===== config.mk =====
export PLATFORM = sky130hd
export DESIGN_NAME = led_strip_pattern_generator_core_flat
export DESIGN_NICKNAME = d
export VERILOG_FILES = /design/src/rtl/lspg_pkg.sv /design/src/rtl/lspg_pix_if.sv /design/src/rtl/lspg_rgb_if.sv /design/src/rtl/lspg_div_pair.sv /design/src/rtl/led_strip_pattern_generator_core.sv /design/src/flat_wrapper.sv
export VERILOG_INCLUDE_DIRS = /design/src /design/src/rtl
export SDC_FILE = /design/constraint.sdc
export NUM_CORES = 1
export LEC_CHECK = 0
export ABC_AREA = 0
export BUFFER_PORTS_ARGS = -buffer_cell sky130_fd_sc_hd__buf_2
export CORE_MARGIN = 5
export CORE_UTILIZATION = 30
export DETAILED_ROUTE_END_ITERATION = 10
export PLACE_DENSITY = 0.46
export SLEW_MARGIN = 20
export SYNTH_ARGS = -nofsm -noshare
export SYNTH_HDL_FRONTEND = slang
export SYNTH_SLANG_ARGS = --single-unit

===== constraint.sdc =====
create_clock -name clk_i -period 7.5 [get_ports clk_i]
set_clock_uncertainty 0.05 [all_clocks]
set_input_delay 1.125 -clock clk_i [delete_from_list [all_inputs] [get_ports clk_i]]
set_output_delay 1.125 -clock clk_i [all_outputs]
set_load 0.05 [all_outputs]

===== src/rtl/led_strip_pattern_generator_core_defines.svh =====
// Assertion macros shared by the pattern generator RTL.
`ifndef LED_STRIP_PATTERN_GENERATOR_CORE_DEFINES_SVH
`define LED_STRIP_PATTERN_GENERATOR_CORE_DEFINES_SVH

// Same-cycle implication, checked on clk_i and held off during reset.
`define LSPG_ASSERT_NOW(lbl, ante, cons, msg) \
  lbl: assert property (@(posedge clk_i) disable iff (!rst_ni) (ante) |-> (cons)) \
    else $error(msg);

// Next-cycle implication, checked on clk_i and held off during reset.
`define LSPG_ASSERT_NEXT(lbl, ante, cons, msg) \
  lbl: assert property (@(posedge clk_i) disable iff (!rst_ni) (ante) |=> (cons)) \
    else $error(msg);

`endif


===== src/rtl/lspg_pkg.sv =====
// Types, constants and color functions of the LED strip pattern generator.
`timescale 1ns / 1ps

package lspg_pkg;

  // Field widths.
  localparam int unsigned IdxW     = 10;
  localparam int unsigned StepW    = 8;
  localparam int unsigned PhaseW   = 2;
  localparam int unsigned ColorW   = 8;
  localparam int unsigned ModeW    = 2;
  localparam int unsigned LenW     = 11;
  localparam int unsigned CfgIdxW  = 3;
  localparam int unsigned CfgDataW = 11;

  // Strip length limits and register reset values.
  localparam logic [LenW-1:0]   MaxLeds     = 11'd1024;
  localparam logic [LenW-1:0]   LenReset    = 11'd111;
  localparam logic [ColorW-1:0] RedReset    = 8'd255;
  localparam logic [ColorW-1:0] GreenReset  = 8'd0;
  localparam logic [ColorW-1:0] BlueReset   = 8'd0;

  // Divider pipeline: quotient bits resolved per stage and stage count.
  localparam int unsigned BitsPerStage = 2;
  localparam int unsigned QuoW         = StepW;
  localparam int unsigned NumDivStages = QuoW / BitsPerStage;
  localparam int unsigned RemW         = LenW + 1;

  // Color wheel segment bounds.
  localparam logic [7:0] HueSeg1  = 8'd85;
  localparam logic [7:0] HueSeg2  = 8'd170;
  localparam logic [7:0] ColorMax = 8'd255;
  localparam logic [8:0] HueMod   = 9'd255;

  typedef enum logic [ModeW-1:0] {
    MODE_RAINBOW       = 2'd0,
    MODE_CHASE         = 2'd1,
    MODE_CHASE_RAINBOW = 2'd2
  } mode_e;

  typedef enum logic [CfgIdxW-1:0] {
    CFG_EFFECT_MODE  = 3'd0,
    CFG_STRIP_LENGTH = 3'd1,
    CFG_CHASE_RED    = 3'd2,
    CFG_CHASE_GREEN  = 3'd3,
    CFG_CHASE_BLUE   = 3'd4
  } cfg_reg_e;

  // Per-pixel state carried down the pipeline.
  typedef struct packed {
    logic [RemW-1:0]   rem;
    logic [QuoW-1:0]   quo;
    logic [StepW-1:0]  step;
    logic [ColorW-1:0] chase_hue;
    logic              lit;
    logic              off;
  } pix_t;

  typedef struct packed {
    logic [ColorW-1:0] r;
    logic [ColorW-1:0] g;
    logic [ColorW-1:0] b;
  } rgb_t;

  // Index mod 3 by folding base-4 digits, since 4 is 1 mod 3.
  function automatic logic [1:0] mod3_idx(logic [IdxW-1:0] v);
    logic [3:0] s;
    logic [2:0] t;
    logic [2:0] u;
    s = {2'b00, v[1:0]} + {2'b00, v[3:2]} + {2'b00, v[5:4]} + {2'b00, v[7:6]}
        + {2'b00, v[9:8]};
    t = {1'b0, s[3:2]} + {1'b0, s[1:0]};
    u = {2'b00, t[2]} + {1'b0, t[1:0]};
    return (u == 3'd3) ? 2'd0 : u[1:0];
  endfunction

  // Value mod 255 by folding the high bits onto the low byte.
  function automatic logic [7:0] mod255(logic [LenW-1:0] x);
    logic [8:0] s;
    s = {1'b0, x[7:0]} + {6'd0, x[10:8]};
    if (s >= HueMod) begin
      s = s - HueMod;
    end
    return s[7:0];
  endfunction

  // Color wheel: three segments of 85, 85 and 86 hues with linear ramps.
  function automatic rgb_t wheel(logic [7:0] hue);
    rgb_t       c;
    logic [7:0] p;
    logic [9:0] p3;
    logic [7:0] rise;
    logic [7:0] fall;
    if (hue < HueSeg1) begin
      p = hue;
    end else if (hue < HueSeg2) begin
      p = hue - HueSeg1;
    end else begin
      p = hue - HueSeg2;
    end
    p3   = {2'b00, p} + {1'b0, p, 1'b0};
    rise = p3[7:0];
    fall = ColorMax - rise;
    if (hue < HueSeg1) begin
      c.r = rise;
      c.g = fall;
      c.b = '0;
    end else if (hue < HueSeg2) begin
      c.r = fall;
      c.g = '0;
      c.b = rise;
    end else begin
      c.r = '0;
      c.g = rise;
      c.b = fall;
    end
    return c;
  endfunction

endpackage


===== src/rtl/lspg_pix_if.sv =====
// Stream interface carrying one pixel request word.
`timescale 1ns / 1ps

interface lspg_pix_if;
  logic                       valid;
  logic                       ready;
  logic [lspg_pkg::IdxW-1:0]   led_index;
  logic [lspg_pkg::StepW-1:0]  frame_step;
  logic [lspg_pkg::PhaseW-1:0] chase_phase;

  modport source (output valid, output led_index, output frame_step, output chase_phase,
                  input ready);
  modport sink (input valid, input led_index, input frame_step, input chase_phase,
                output ready);
endinterface


===== src/rtl/lspg_rgb_if.sv =====
// Stream interface carrying one RGB color word.
`timescale 1ns / 1ps

interface lspg_rgb_if;
  logic                        valid;
  logic                        ready;
  logic [lspg_pkg::ColorW-1:0] red_level;
  logic [lspg_pkg::ColorW-1:0] green_level;
  logic [lspg_pkg::ColorW-1:0] blue_level;

  modport source (output valid, output red_level, output green_level, output blue_level,
                  input ready);
  modport sink (input valid, input red_level, input green_level, input blue_level,
                output ready);
endinterface


===== src/rtl/lspg_div_pair.sv =====
// One divider pipeline stage resolving two quotient bits per word.
`timescale 1ns / 1ps

module lspg_div_pair (
  input  logic                      clk_i,
  input  logic                      rst_ni,
  input  logic [lspg_pkg::LenW-1:0] n_i,
  input  logic                      in_valid_i,
  output logic                      in_ready_o,
  input  lspg_pkg::pix_t            in_data_i,
  output logic                      out_valid_o,
  input  logic                      out_ready_i,
  output lspg_pkg::pix_t            out_data_o
);
  import lspg_pkg::*;

  logic            valid_q;
  pix_t            data_q;
  pix_t            data_d;
  logic [RemW-1:0] rem;
  logic [RemW-1:0] shl;
  logic [QuoW-1:0] quo;

  // The stage takes a word when it is empty or its word moves on.
  assign in_ready_o  = !valid_q || out_ready_i;
  assign out_valid_o = valid_q;
  assign out_data_o  = data_q;

  // Restoring division steps: shift, compare against the length, subtract.
  always_comb begin
    rem = in_data_i.rem;
    quo = in_data_i.quo;
    shl = '0;
    for (int b = 0; b < BitsPerStage; b++) begin
      shl = {rem[RemW-2:0], 1'b0};
      if (shl >= {1'b0, n_i}) begin
        rem = shl - {1'b0, n_i};
        quo = {quo[QuoW-2:0], 1'b1};
      end else begin
        rem = shl;
        quo = {quo[QuoW-2:0], 1'b0};
      end
    end
    data_d     = in_data_i;
    data_d.rem = rem;
    data_d.quo = quo;
  end

  // Valid bit.
  always_ff @(posedge clk_i or negedge rst_ni) begin
    if (!rst_ni) begin
      valid_q <= 1'b0;
    end else if (in_ready_o) begin
      valid_q <= in_valid_i;
    end
  end

  // Payload register.
  always_ff @(posedge clk_i) begin
    if (in_ready_o && in_valid_i) begin
      data_q <= data_d;
    end
  end

endmodule


===== src/rtl/led_strip_pattern_generator_core.sv =====
// A pixel passes the entry stage, the divider stages and the output register in order.
// One pixel per cycle unless rgb stalls; a stage advances when its successor has room.
// The rainbow spread divider resolves 2 quotient bits in each of 4 stages.
// Reset empties the pipeline and loads the documented register defaults.
`timescale 1ns / 1ps

module led_strip_pattern_generator_core (
  input  logic                          clk_i,
  input  logic                          rst_ni,
  input  logic                          cfg_we_i,
  input  logic [lspg_pkg::CfgIdxW-1:0]  cfg_idx_i,
  input  logic [lspg_pkg::CfgDataW-1:0] cfg_wdata_i,
  lspg_pix_if.sink                      pix,
  lspg_rgb_if.source                    rgb
);
  import lspg_pkg::*;

  `include "led_strip_pattern_generator_core_defines.svh"

  mode_e             effect_mode_q;
  logic [LenW-1:0]   strip_length_q;
  logic [ColorW-1:0] chase_red_q;
  logic [ColorW-1:0] chase_green_q;
  logic [ColorW-1:0] chase_blue_q;

  logic [LenW-1:0]   n_eff;
  pix_t              s0_d;
  logic              up_ready [NumDivStages+2];
  logic              stg_valid [NumDivStages+1];
  pix_t              stg_data [NumDivStages+1];
  logic              rgb_valid_q;
  rgb_t              color_d;
  rgb_t              color_q;
  logic [7:0]        rain_hue;

  // Configuration registers.
  always_ff @(posedge clk_i or negedge rst_ni) begin
    if (!rst_ni) begin
      effect_mode_q  <= MODE_RAINBOW;
      strip_length_q <= LenReset;
      chase_red_q    <= RedReset;
      chase_green_q  <= GreenReset;
      chase_blue_q   <= BlueReset;
    end else if (cfg_we_i) begin
      unique case (cfg_idx_i)
        CFG_EFFECT_MODE:  effect_mode_q  <= mode_e'(cfg_wdata_i[ModeW-1:0]);
        CFG_STRIP_LENGTH: strip_length_q <= cfg_wdata_i[LenW-1:0];
        CFG_CHASE_RED:    chase_red_q    <= cfg_wdata_i[ColorW-1:0];
        CFG_CHASE_GREEN:  chase_green_q  <= cfg_wdata_i[ColorW-1:0];
        CFG_CHASE_BLUE:   chase_blue_q   <= cfg_wdata_i[ColorW-1:0];
        default: ;
      endcase
    end
  end

  // Effective strip length: zero counts as one, long strips are clipped.
  always_comb begin
    if (strip_length_q == '0) begin
      n_eff = LenW'(1);
    end else if (strip_length_q > MaxLeds) begin
      n_eff = MaxLeds;
    end else begin
      n_eff = strip_length_q;
    end
  end

  // Entry stage: chase match, off-strip flag and the chase rainbow hue.
  always_comb begin
    s0_d.rem       = {{(RemW-IdxW){1'b0}}, pix.led_index};
    s0_d.quo       = '0;
    s0_d.step      = pix.frame_step;
    s0_d.lit       = (mod3_idx(pix.led_index) == pix.chase_phase);
    s0_d.off       = ({1'b0, pix.led_index} >= n_eff);
    s0_d.chase_hue = mod255({1'b0, pix.led_index} - {{(LenW-PhaseW){1'b0}}, pix.chase_phase}
                            + {{(LenW-StepW){1'b0}}, pix.frame_step});
  end

  assign up_ready[0] = !stg_valid[0] || up_ready[1];
  assign pix.ready   = up_ready[0];

  always_ff @(posedge clk_i or negedge rst_ni) begin
    if (!rst_ni) begin
      stg_valid[0] <= 1'b0;
    end else if (up_ready[0]) begin
      stg_valid[0] <= pix.valid;
    end
  end

  always_ff @(posedge clk_i) begin
    if (up_ready[0] && pix.valid) begin
      stg_data[0] <= s0_d;
    end
  end

  // Divider pipeline for the rainbow spread, index * 256 / length.
  for (genvar k = 1; k <= NumDivStages; k++) begin : g_div
    lspg_div_pair u_div (
      .clk_i       (clk_i),
      .rst_ni      (rst_ni),
      .n_i         (n_eff),
      .in_valid_i  (stg_valid[k-1]),
      .in_ready_o  (up_ready[k]),
      .in_data_i   (stg_data[k-1]),
      .out_valid_o (stg_valid[k]),
      .out_ready_i (up_ready[k+1]),
      .out_data_o  (stg_data[k])
    );
  end

  // Color select by effect mode.
  assign rain_hue = stg_data[NumDivStages].quo + stg_data[NumDivStages].step;

  always_comb begin
    color_d = '0;
    unique case (effect_mode_q)
      MODE_RAINBOW: begin
        color_d = wheel(rain_hue);
      end
      MODE_CHASE: begin
        if (stg_data[NumDivStages].lit) begin
          color_d.r = chase_red_q;
          color_d.g = chase_green_q;
          color_d.b = chase_blue_q;
        end
      end
      MODE_CHASE_RAINBOW: begin
        if (stg_data[NumDivStages].lit) begin
          color_d = wheel(stg_data[NumDivStages].chase_hue);
        end
      end
      default: color_d = '0;
    endcase
    if (stg_data[NumDivStages].off) begin
      color_d = '0;
    end
  end

  // Output register.
  assign up_ready[NumDivStages+1] = !rgb_valid_q || rgb.ready;

  always_ff @(posedge clk_i or negedge rst_ni) begin
    if (!rst_ni) begin
      rgb_valid_q <= 1'b0;
    end else if (up_ready[NumDivStages+1]) begin
      rgb_valid_q <= stg_valid[NumDivStages];
    end
  end

  always_ff @(posedge clk_i) begin
    if (up_ready[NumDivStages+1] && stg_valid[NumDivStages]) begin
      color_q <= color_d;
    end
  end

  assign rgb.valid       = rgb_valid_q;
  assign rgb.red_level   = color_q.r;
  assign rgb.green_level = color_q.g;
  assign rgb.blue_level  = color_q.b;

  // An off-strip pixel always leaves as black.
  `LSPG_ASSERT_NEXT(a_off_is_black,
    stg_valid[NumDivStages] && up_ready[NumDivStages+1] && stg_data[NumDivStages].off,
    color_q == '0, "off-strip pixel produced a nonzero color")

  // The input stalls only when every stage and the output hold a word.
  `LSPG_ASSERT_NOW(a_stall_only_full, !pix.ready,
    stg_valid[0] && stg_valid[NumDivStages] && rgb_valid_q && !rgb.ready,
    "input stalled while the pipeline had room")

  // A result appears only after the last divider stage held a word.
  `LSPG_ASSERT_NOW(a_out_from_pipe, $rose(rgb_valid_q), $past(stg_valid[NumDivStages]),
    "result valid rose without a word in the last stage")

endmodule

===== src/flat_wrapper.sv =====
// flat-port wrapper written by rule: the top's interface ports become plain ports
module led_strip_pattern_generator_core_flat import lspg_pkg::*;
  (clk_i, rst_ni, cfg_we_i, cfg_idx_i, cfg_wdata_i, pix_valid, pix_led_index, pix_frame_step, pix_chase_phase, pix_ready, rgb_valid, rgb_red_level, rgb_green_level, rgb_blue_level, rgb_ready);
  lspg_pix_if pix_i ();
  lspg_rgb_if rgb_i ();
  input  logic clk_i;
  input  logic rst_ni;
  input  logic cfg_we_i;
  input  logic [lspg_pkg::CfgIdxW-1:0] cfg_idx_i;
  input  logic [lspg_pkg::CfgDataW-1:0] cfg_wdata_i;
  input wire logic [$bits(pix_i.valid)-1:0] pix_valid;
  input wire logic [$bits(pix_i.led_index)-1:0] pix_led_index;
  input wire logic [$bits(pix_i.frame_step)-1:0] pix_frame_step;
  input wire logic [$bits(pix_i.chase_phase)-1:0] pix_chase_phase;
  output wire logic [$bits(pix_i.ready)-1:0] pix_ready;
  output wire logic [$bits(rgb_i.valid)-1:0] rgb_valid;
  output wire logic [$bits(rgb_i.red_level)-1:0] rgb_red_level;
  output wire logic [$bits(rgb_i.green_level)-1:0] rgb_green_level;
  output wire logic [$bits(rgb_i.blue_level)-1:0] rgb_blue_level;
  input wire logic [$bits(rgb_i.ready)-1:0] rgb_ready;
  assign pix_i.valid = pix_valid;
  assign pix_i.led_index = pix_led_index;
  assign pix_i.frame_step = pix_frame_step;
  assign pix_i.chase_phase = pix_chase_phase;
  assign pix_ready = pix_i.ready;
  assign rgb_valid = rgb_i.valid;
  assign rgb_red_level = rgb_i.red_level;
  assign rgb_green_level = rgb_i.green_level;
  assign rgb_blue_level = rgb_i.blue_level;
  assign rgb_i.ready = rgb_ready;
  led_strip_pattern_generator_core u_core (.clk_i(clk_i), .rst_ni(rst_ni), .cfg_we_i(cfg_we_i), .cfg_idx_i(cfg_idx_i), .cfg_wdata_i(cfg_wdata_i), .pix(pix_i), .rgb(rgb_i));
endmodule

# After elaboration in Yosys (flattened, before gate mapping)

Cells that the tools add are included.

Order comparisons: 15
Eq/ne operators: 8
Reduce and logical (&&, ||, !) cells: 26
Multiplexer cells: 33
$add $sub $neg: 26

Operator list:

| kind                   | count |
|---|---|
| $mux W24               | 6 |
| $mux W11               | 9 |
| $ge A12 B11 Y1         | 7 |
| $sub A11 B11 Y11       | 7 |
| $pmux W24 S3           | 1 |
| $mux W8                | 8 |
| $add A8 B8 Y8          | 3 |
| $sub A8 B8 Y8 const B  | 3 |
| $lt A8 B7 Y1 const B   | 2 |
| $lt A8 B8 Y1 const B   | 2 |
| $sub A8 B7 Y8 const B  | 2 |
| $sub A8 B8 Y8 const A  | 2 |
| $add A4 B2 Y4          | 3 |
| $add A11 B8 Y11        | 1 |
| $ge A10 B11 Y1         | 1 |
| $ge A11 B11 Y1         | 1 |
| $gt A11 B11 Y1 const B | 1 |
| $logic_not A11 Y1      | 1 |
| $sub A10 B2 Y11        | 1 |
| $reduce_and A2 Y1      | 5 |
| $add A8 B3 Y9          | 1 |
| $eq A3 B2 Y1 const B   | 3 |
| $ge A9 B8 Y1 const B   | 1 |
| $mux W1                | 8 |
| 13 further kinds       | 29 |

Output and inout port bits: 26
Word-level logic and storage cells: 153
Flip-flop bits (word level): 220

# Longest topological paths before layout

Depth in word-level cells: 11
Mapped depth: 24

# Hierarchy

From an unflattened synthesis, not the netlist that was laid out.

Cell total of the unflattened synthesis: 1630
Area total of the unflattened synthesis: 17371.7 um^2

Modules (own cells, without submodules):

| module                                     | area each (um^2) | instances | cells each | sequential area each (um^2) |
|---|---|---|---|---|
| led_strip_pattern_generator_core           | 7299.5           | 1         | 746        | 2555.0 |
| lspg_div_pair at u_core.g_div[1].u_div ... | 2511.2           | 2         | 215        | 1166.1 |
| lspg_div_pair at u_core.g_div[3].u_div     | 2560.0           | 1         | 230        | 1166.1 |
| lspg_div_pair at u_core.g_div[4].u_div     | 2489.9           | 1         | 224        | 1166.1 |

# Least setup slack after synthesis

Ideal clock, no wire load.

Path kind: input port to flip-flop
Start: input port pix_led_index[1]
End: register u_core.stg_data[155] in the netlist's numbering, data pin
Path slack: 1.545 ns
Library setup time: 0.260 ns
Path buffers: 1
Data arrival time: 5.645 ns
Cell stages on the path: 23
Cell sequence: inv_1 -> fa_1 -> inv_1 -> fa_1 -> a21o_1 -> a21oi_2 -> o21bai_1 -> a21oi_1 -> o21bai_1 -> a21oi_1 -> xnor2_1 -> ha_1 -> inv_1 -> fa_1 -> xnor2_1 -> and3_1 -> a21oi_1 -> o21ai_0 -> a21oi_1 -> nor4_1 -> and2_1 -> clkbuf_1 -> mux2_2

RTL lines:

| item            | RTL line                               | RTL |
|---|---|---|
| start, declared | flat_wrapper.sv:12                     | `input wire logic [$bits(pix_i.led_index)-1:0] pix_led_index;` |
| end, declared   | led_strip_pattern_generator_core.sv:30 | `pix_t stg_data [NumDivStages+1];` |

# Worst setup path after layout

Start: register u_core.strip_length_q[10]
End: register u_core.g_div[2].u_div.data_q, in the netlist u_core.g_div[2].u_div.out_data_o[35], data pin

Longest elaborated chain between the ends: 7
Elaborated cells between the ends (all ways): 10
Classes of those cells: add/sub (2); order compare (3); mux (4); reduce/logical (1)

RTL lines:

| item                                                      | RTL line                                 | RTL |
|---|---|---|
| start, declared                                           | led_strip_pattern_generator_core.sv:21   | `logic [LenW-1:0] strip_length_q;` |
| start signal, assigned                                    | led_strip_pattern_generator_core.sv:40   | `strip_length_q <= LenReset;` |
| start signal, assigned                                    | led_strip_pattern_generator_core.sv:47   | `CFG_STRIP_LENGTH: strip_length_q <= cfg_wdata_i[LenW-1:0];` |
| $gt A11 B11 Y1                                            | led_strip_pattern_generator_core.sv:60   | `end else if (strip_length_q > MaxLeds) begin` |
| $mux W11                                                  | led_strip_pattern_generator_core.sv:60   |  |
| $mux W11 (*)                                              | led_strip_pattern_generator_core.sv:58   | `if (strip_length_q == '0) begin` |
| $sub A11 B11 Y11 / $ge A12 B11 Y1 (equally long branches) | lspg_div_pair.sv:37, lspg_div_pair.sv:36 |  |
| $mux W11                                                  | lspg_div_pair.sv:36                      | `if (shl >= {1'b0, n_i}) begin` |
| $sub A11 B11 Y11 / $ge A12 B11 Y1 (equally long branches) | lspg_div_pair.sv:37, lspg_div_pair.sv:36 |  |
| $mux W11 (*)                                              | lspg_div_pair.sv:36                      |  |
| net u_core.g_div[2].u_div.rem[9]                          | lspg_div_pair.sv:20                      | `logic [RemW-1:0] rem;` |
| end signal, assigned                                      | lspg_div_pair.sv:61                      | `data_q <= data_d;` |
| end, declared                                             | lspg_div_pair.sv:18                      | `pix_t data_q;` |

The timed path passes the listed nets; every way through them passes the cells marked *.
A chain may end at the register's enable or synchronous reset.

==> summary.txt <==
Logic synthesis
  • Mapped Cells: roughly 1400
  • FF+latch count, synth: 220
  • Mapped Nets: 1641
  • Primary FF master, synth: edfxtp_1
  • Ys Warns: 0
  • Register area share after synthesis: 41.7%
  • Mapped cell area: about 15000 µm²
  • Synth unique cells: 81
  • Post-synth ARST share: 19.5%
  • Mean area per synthesized cell: 10.9 µm²
  • EDFF count, synth: ~180

STA
  • Slew headroom: about 39%
  • Final hold vios: 0
  • Setup TNS: 0 ns
  • Max-slew violation count: 0
  • Max Freq: around 160 MHz
  • Final setup fails: 0
  • Final period util: 82.2%
  • RSZ-0062 raised after global routing: no
  • Minimum clock period: 6.17 ns
  • Tightest Pin Transition: 0.915 ns

Route
  • Initial DRC Count: between 500 and 600
  • Drt pass-1 iters: 5
  • Drt wl/cell: 17.4 µm
  • Final wirelength: between 30 and 40 mm
  • Drt drc: 0
  • Via density: 4.96
  • Via count: 10900
  • Detail Route Antenna Nets: 0

Die
  • Std cell rows: 83
  • Core footprint: between 50000 and 60000 µm²
  • # IOs: 65
  • Initial Util: a little under a third
  • Die height: 236 µm
  • DIE AREA: 55800 µm²
  • Die Wd: 236 µm

Cells and area
  • Fill cell count: 5126
  • Layout cells sized above 1: 17.5%
  • Layout net count: 1734
  • Diodes inserted: 0
  • Synthesis-to-finish area growth: 14.1%
  • Final Instance Area: between 15000 and 20000 µm²

Placement
  • PortBufs: 64
  • Placer Congestion: 0.852
  • Placed Area: roughly 17000 µm²
  • Hpwl dp: 29.9 mm

Worst setup path
  • Critical R2R Capture: u_core.g_div[2].u_div.out_data_o[35]
  • RR Startpoint: u_core.strip_length_q[10]
  • Crit-path max FO: 14
  • Reg2reg path depth: 19
  • FF-to-FF setup slack: 1.33 ns
  • Crit path DAT: 6.40 ns
  • Max stage delay on crit path: 0.56 ns
  • CP cell instances: inv_1 -> nand2_1 -> buf_4 -> ha_1 -> a211oi_1 -> o21bai_1 -> a31oi_1 -> o21ai_0 -> a21oi_1 -> buf_4 -> mux2_2 -> ha_1 -> or2_2 -> a31o_2 -> a311o_1 -> a31o_1 -> a21oi_1 -> xnor2_1 -> mux2_1
  • CP Data Required Time: 7.74 ns
  • Critical path class: reg -> reg
  • Delay-heaviest family, CP: compound AO/OA/AOI/OAI gates
  • Crit end category: flop
  • Critical Path Slowest Stage Cell: dfrtp_1
  • WP buf/inv: 3
  • Type of origin of the critical path: flop

CTS
  • Clock-pin slew on the worst setup and hold paths: 0.06 ns
  • Clock tree root buffer cell: clkbuf_16
  • Clock Latency Late Sink: 0.55 ns
  • Worst-case clock buffer depth: 3
  • CTS buffer count: 27
  • CTS resizes: 0
  • Clk sinks: 220
  • CTS tree: done
  • CTS H-Tree Depth: 1
  • Post-cts hold buffer count: 0
  • Setup Fix Bufs, Post-CTS: 0

Worst hold path
  • HP Start: u_core.g_div[1].u_div.out_data_o[8]
  • Worst Hold End: u_core.g_div[2].u_div.out_data_o[8]
  • Hold/Removal Path Class: reg -> reg
  • Hold path cells: 0

Global route
  • Vias in the first global route: approximately 11000
  • First-pass GRT wire length: between 60 and 70 mm
  • Total GRT Usage: between 10% and 20%
  • Largest net degree at the start of global routing: 44
  • Initial antenna violation count: 0
  • Total gr overflow: 0

Status
  • Status: finished clean

Job
  • Max_cap viols: 0
-- area by class of cell --
type                       instances  area [µm²]  share of cell area (%)
multi-input combinational       1055        8470                    48.3
sequential                       220        6410                    36.6
tap                              680         851                    4.85
clock buffer                      32         718                    4.10
timing repair buffer              88         503                    2.87
inverter                         111         417                    2.38
clock inverter                    17         163                   0.928
-- Yosys cell counts, types with 5 or more instances --
cell type | instances | area share [%]
buf_2 | 6 | 0.20
a222oi_1 | 9 | 0.59
mux2_2 | 80 | 5.9
o21bai_1 | 13 | 0.64
a21oi_1 | 106 | 3.5
nor2b_1 | 19 | 0.77
o21ai_0 | 58 | 1.9
nor4_1 | 7 | 0.28
o21a_1 | 15 | 0.73
nand3_1 | 27 | 0.88
nor3_1 | 17 | 0.55
and2_1 | 8 | 0.33
clkbuf_1 | 16 | 0.39
mux2i_1 | 15 | 0.98
edfxtp_1 | 177 | 35
a221oi_1 | 5 | 0.28
o22ai_1 | 8 | 0.33
nand2b_1 | 20 | 0.81
dfstp_2 | 14 | 2.4
or2_2 | 12 | 0.49
or3_1 | 6 | 0.24
a21o_1 | 36 | 1.8
o211ai_1 | 6 | 0.29
nor2_1 | 80 | 2.0
mux2_4 | 7 | 0.68
dfrtp_1 | 29 | 4.7
a31oi_1 | 17 | 0.69
inv_1 | 111 | 2.7
nand2_1 | 78 | 1.9
a211oi_1 | 18 | 0.88
nand4_1 | 11 | 0.45
xnor2_1 | 69 | 3.9
o31ai_1 | 7 | 0.34
fa_1 | 16 | 2.1
xor2_1 | 30 | 1.7
ha_1 | 176 | 14
-- stage by stage --
stage / hold slack (ns) / setup WS, ns / utilization [%] / cells
6_report: 0.365 / 1.33 / 34.4 / 2203
3_5_place_dp: 0.355 / 1.04 / 32.6 / 2154
5_1_grt: 0.368 / 0.798 / 34.4 / 2203
4_1_cts: 0.366 / 1.34 / 34.4 / 2203
3_3_place_gp: 0.352 / 1.14 / 32.6 / 2154
2_1_floorplan: 0.350 / 1.54 / - / 1410
-- placed cells by master, fill, tap and decap left out, drive strengths merged, types with 9 or more instances in the layout --
master,synthesis,final
a21oi,108,108
edfxtp,177,177
nand3,27,27
mux2i,15,15
a31oi,17,17
nand4,11,11
xnor2,69,69
dfrtp,29,29
clkinv,0,12
ha,176,176
mux2,88,88
clkbuf,16,32
inv,111,114
fa,16,16
o21bai,13,13
nand2,78,78
a222oi,9,9
and2,9,9
nand2b,20,20
a211oi,20,20
nor2,80,80
o21a,15,15
nor3,17,17
a21o,36,36
nor2b,19,19
nor4,9,9
o21ai,58,58
or2,13,13
buf,8,88
dfstp,14,14
xor2,30,30
-- sequential cells by signal, summed over array words and instances (netlist names) --
name,flops
u_core.rgb.valid,1
u_core.rgb.red_level,8
u_core.stg_data,28
u_core.chase_red_q,8
u_core.stg_valid,1
u_core.chase_blue_q,8
u_core.rgb.green_level,8
u_core.g_div.u_div.out_valid_o,4
u_core.strip_length_q,11
u_core.chase_green_q,8
u_core.g_div.u_div.out_data_o,125
u_core.effect_mode_q,2
u_core.rgb.blue_level,8
-- metal layers --
| layer | global-route usage [%] | part of all wire [%] |
|---|---|---|
| met3 | 1.86 | 3.9 |
| met4 | 2.97 | 2.0 |
| met2 | 21.5 | 45 |
| met1 | 19.0 | 49 |
| met5 | 0 | 0 |
-- cell families (layout without fill, tap and decap cells) --
group	after synthesis	after routing	share of synthesized area, %
AO/OA/AOI/OAI	347	347	15.0
XOR/XNOR	99	99	5.64
adder cells (fa/ha/maj)	192	192	16.4
buffers and inverters	135	248	3.42
flip-flops	220	220	41.7
multiplexers	103	103	7.60
AND/OR/NAND/NOR	314	314	10.3
-- how the worst max path moves through the flow --
stage,startpoint,to,slack [ns],depth (start not counted)
3_3_place_gp,pix_led_index[1],u_core.stg_data[155],1.14,23
6_report,u_core.strip_length_q[10],u_core.g_div[2].u_div.out_data_o[35],1.33,19
5_1_grt,u_core.strip_length_q[7],u_core.g_div[3].u_div.out_data_o[33],0.80,20
3_5_place_dp,pix_led_index[1],u_core.stg_data[155],1.04,23
2_1_floorplan,pix_led_index[1],u_core.stg_data[155],1.54,23
4_1_cts,u_core.strip_length_q[10],u_core.g_div[2].u_div.out_data_o[35],1.34,21
-- worst register-to-register path, stage by stage (launching register included) --
cell and delay, ns:
dfrtp_1 0.56, inv_1 0.53, nand2_1 0.44, buf_4 0.31, ha_1 0.35, a211oi_1 0.26
o21bai_1 0.14, a31oi_1 0.27, o21ai_0 0.21, a21oi_1 0.18, buf_4 0.22, mux2_2 0.37
ha_1 0.32, or2_2 0.34, a31o_2 0.26, a311o_1 0.35, a31o_1 0.23, a21oi_1 0.18
xnor2_1 0.08, mux2_1 0.29
Power is left out: the tool's default activity adds up to more than one toggle a clock period on the data nets, which glitch-free logic cannot reach.
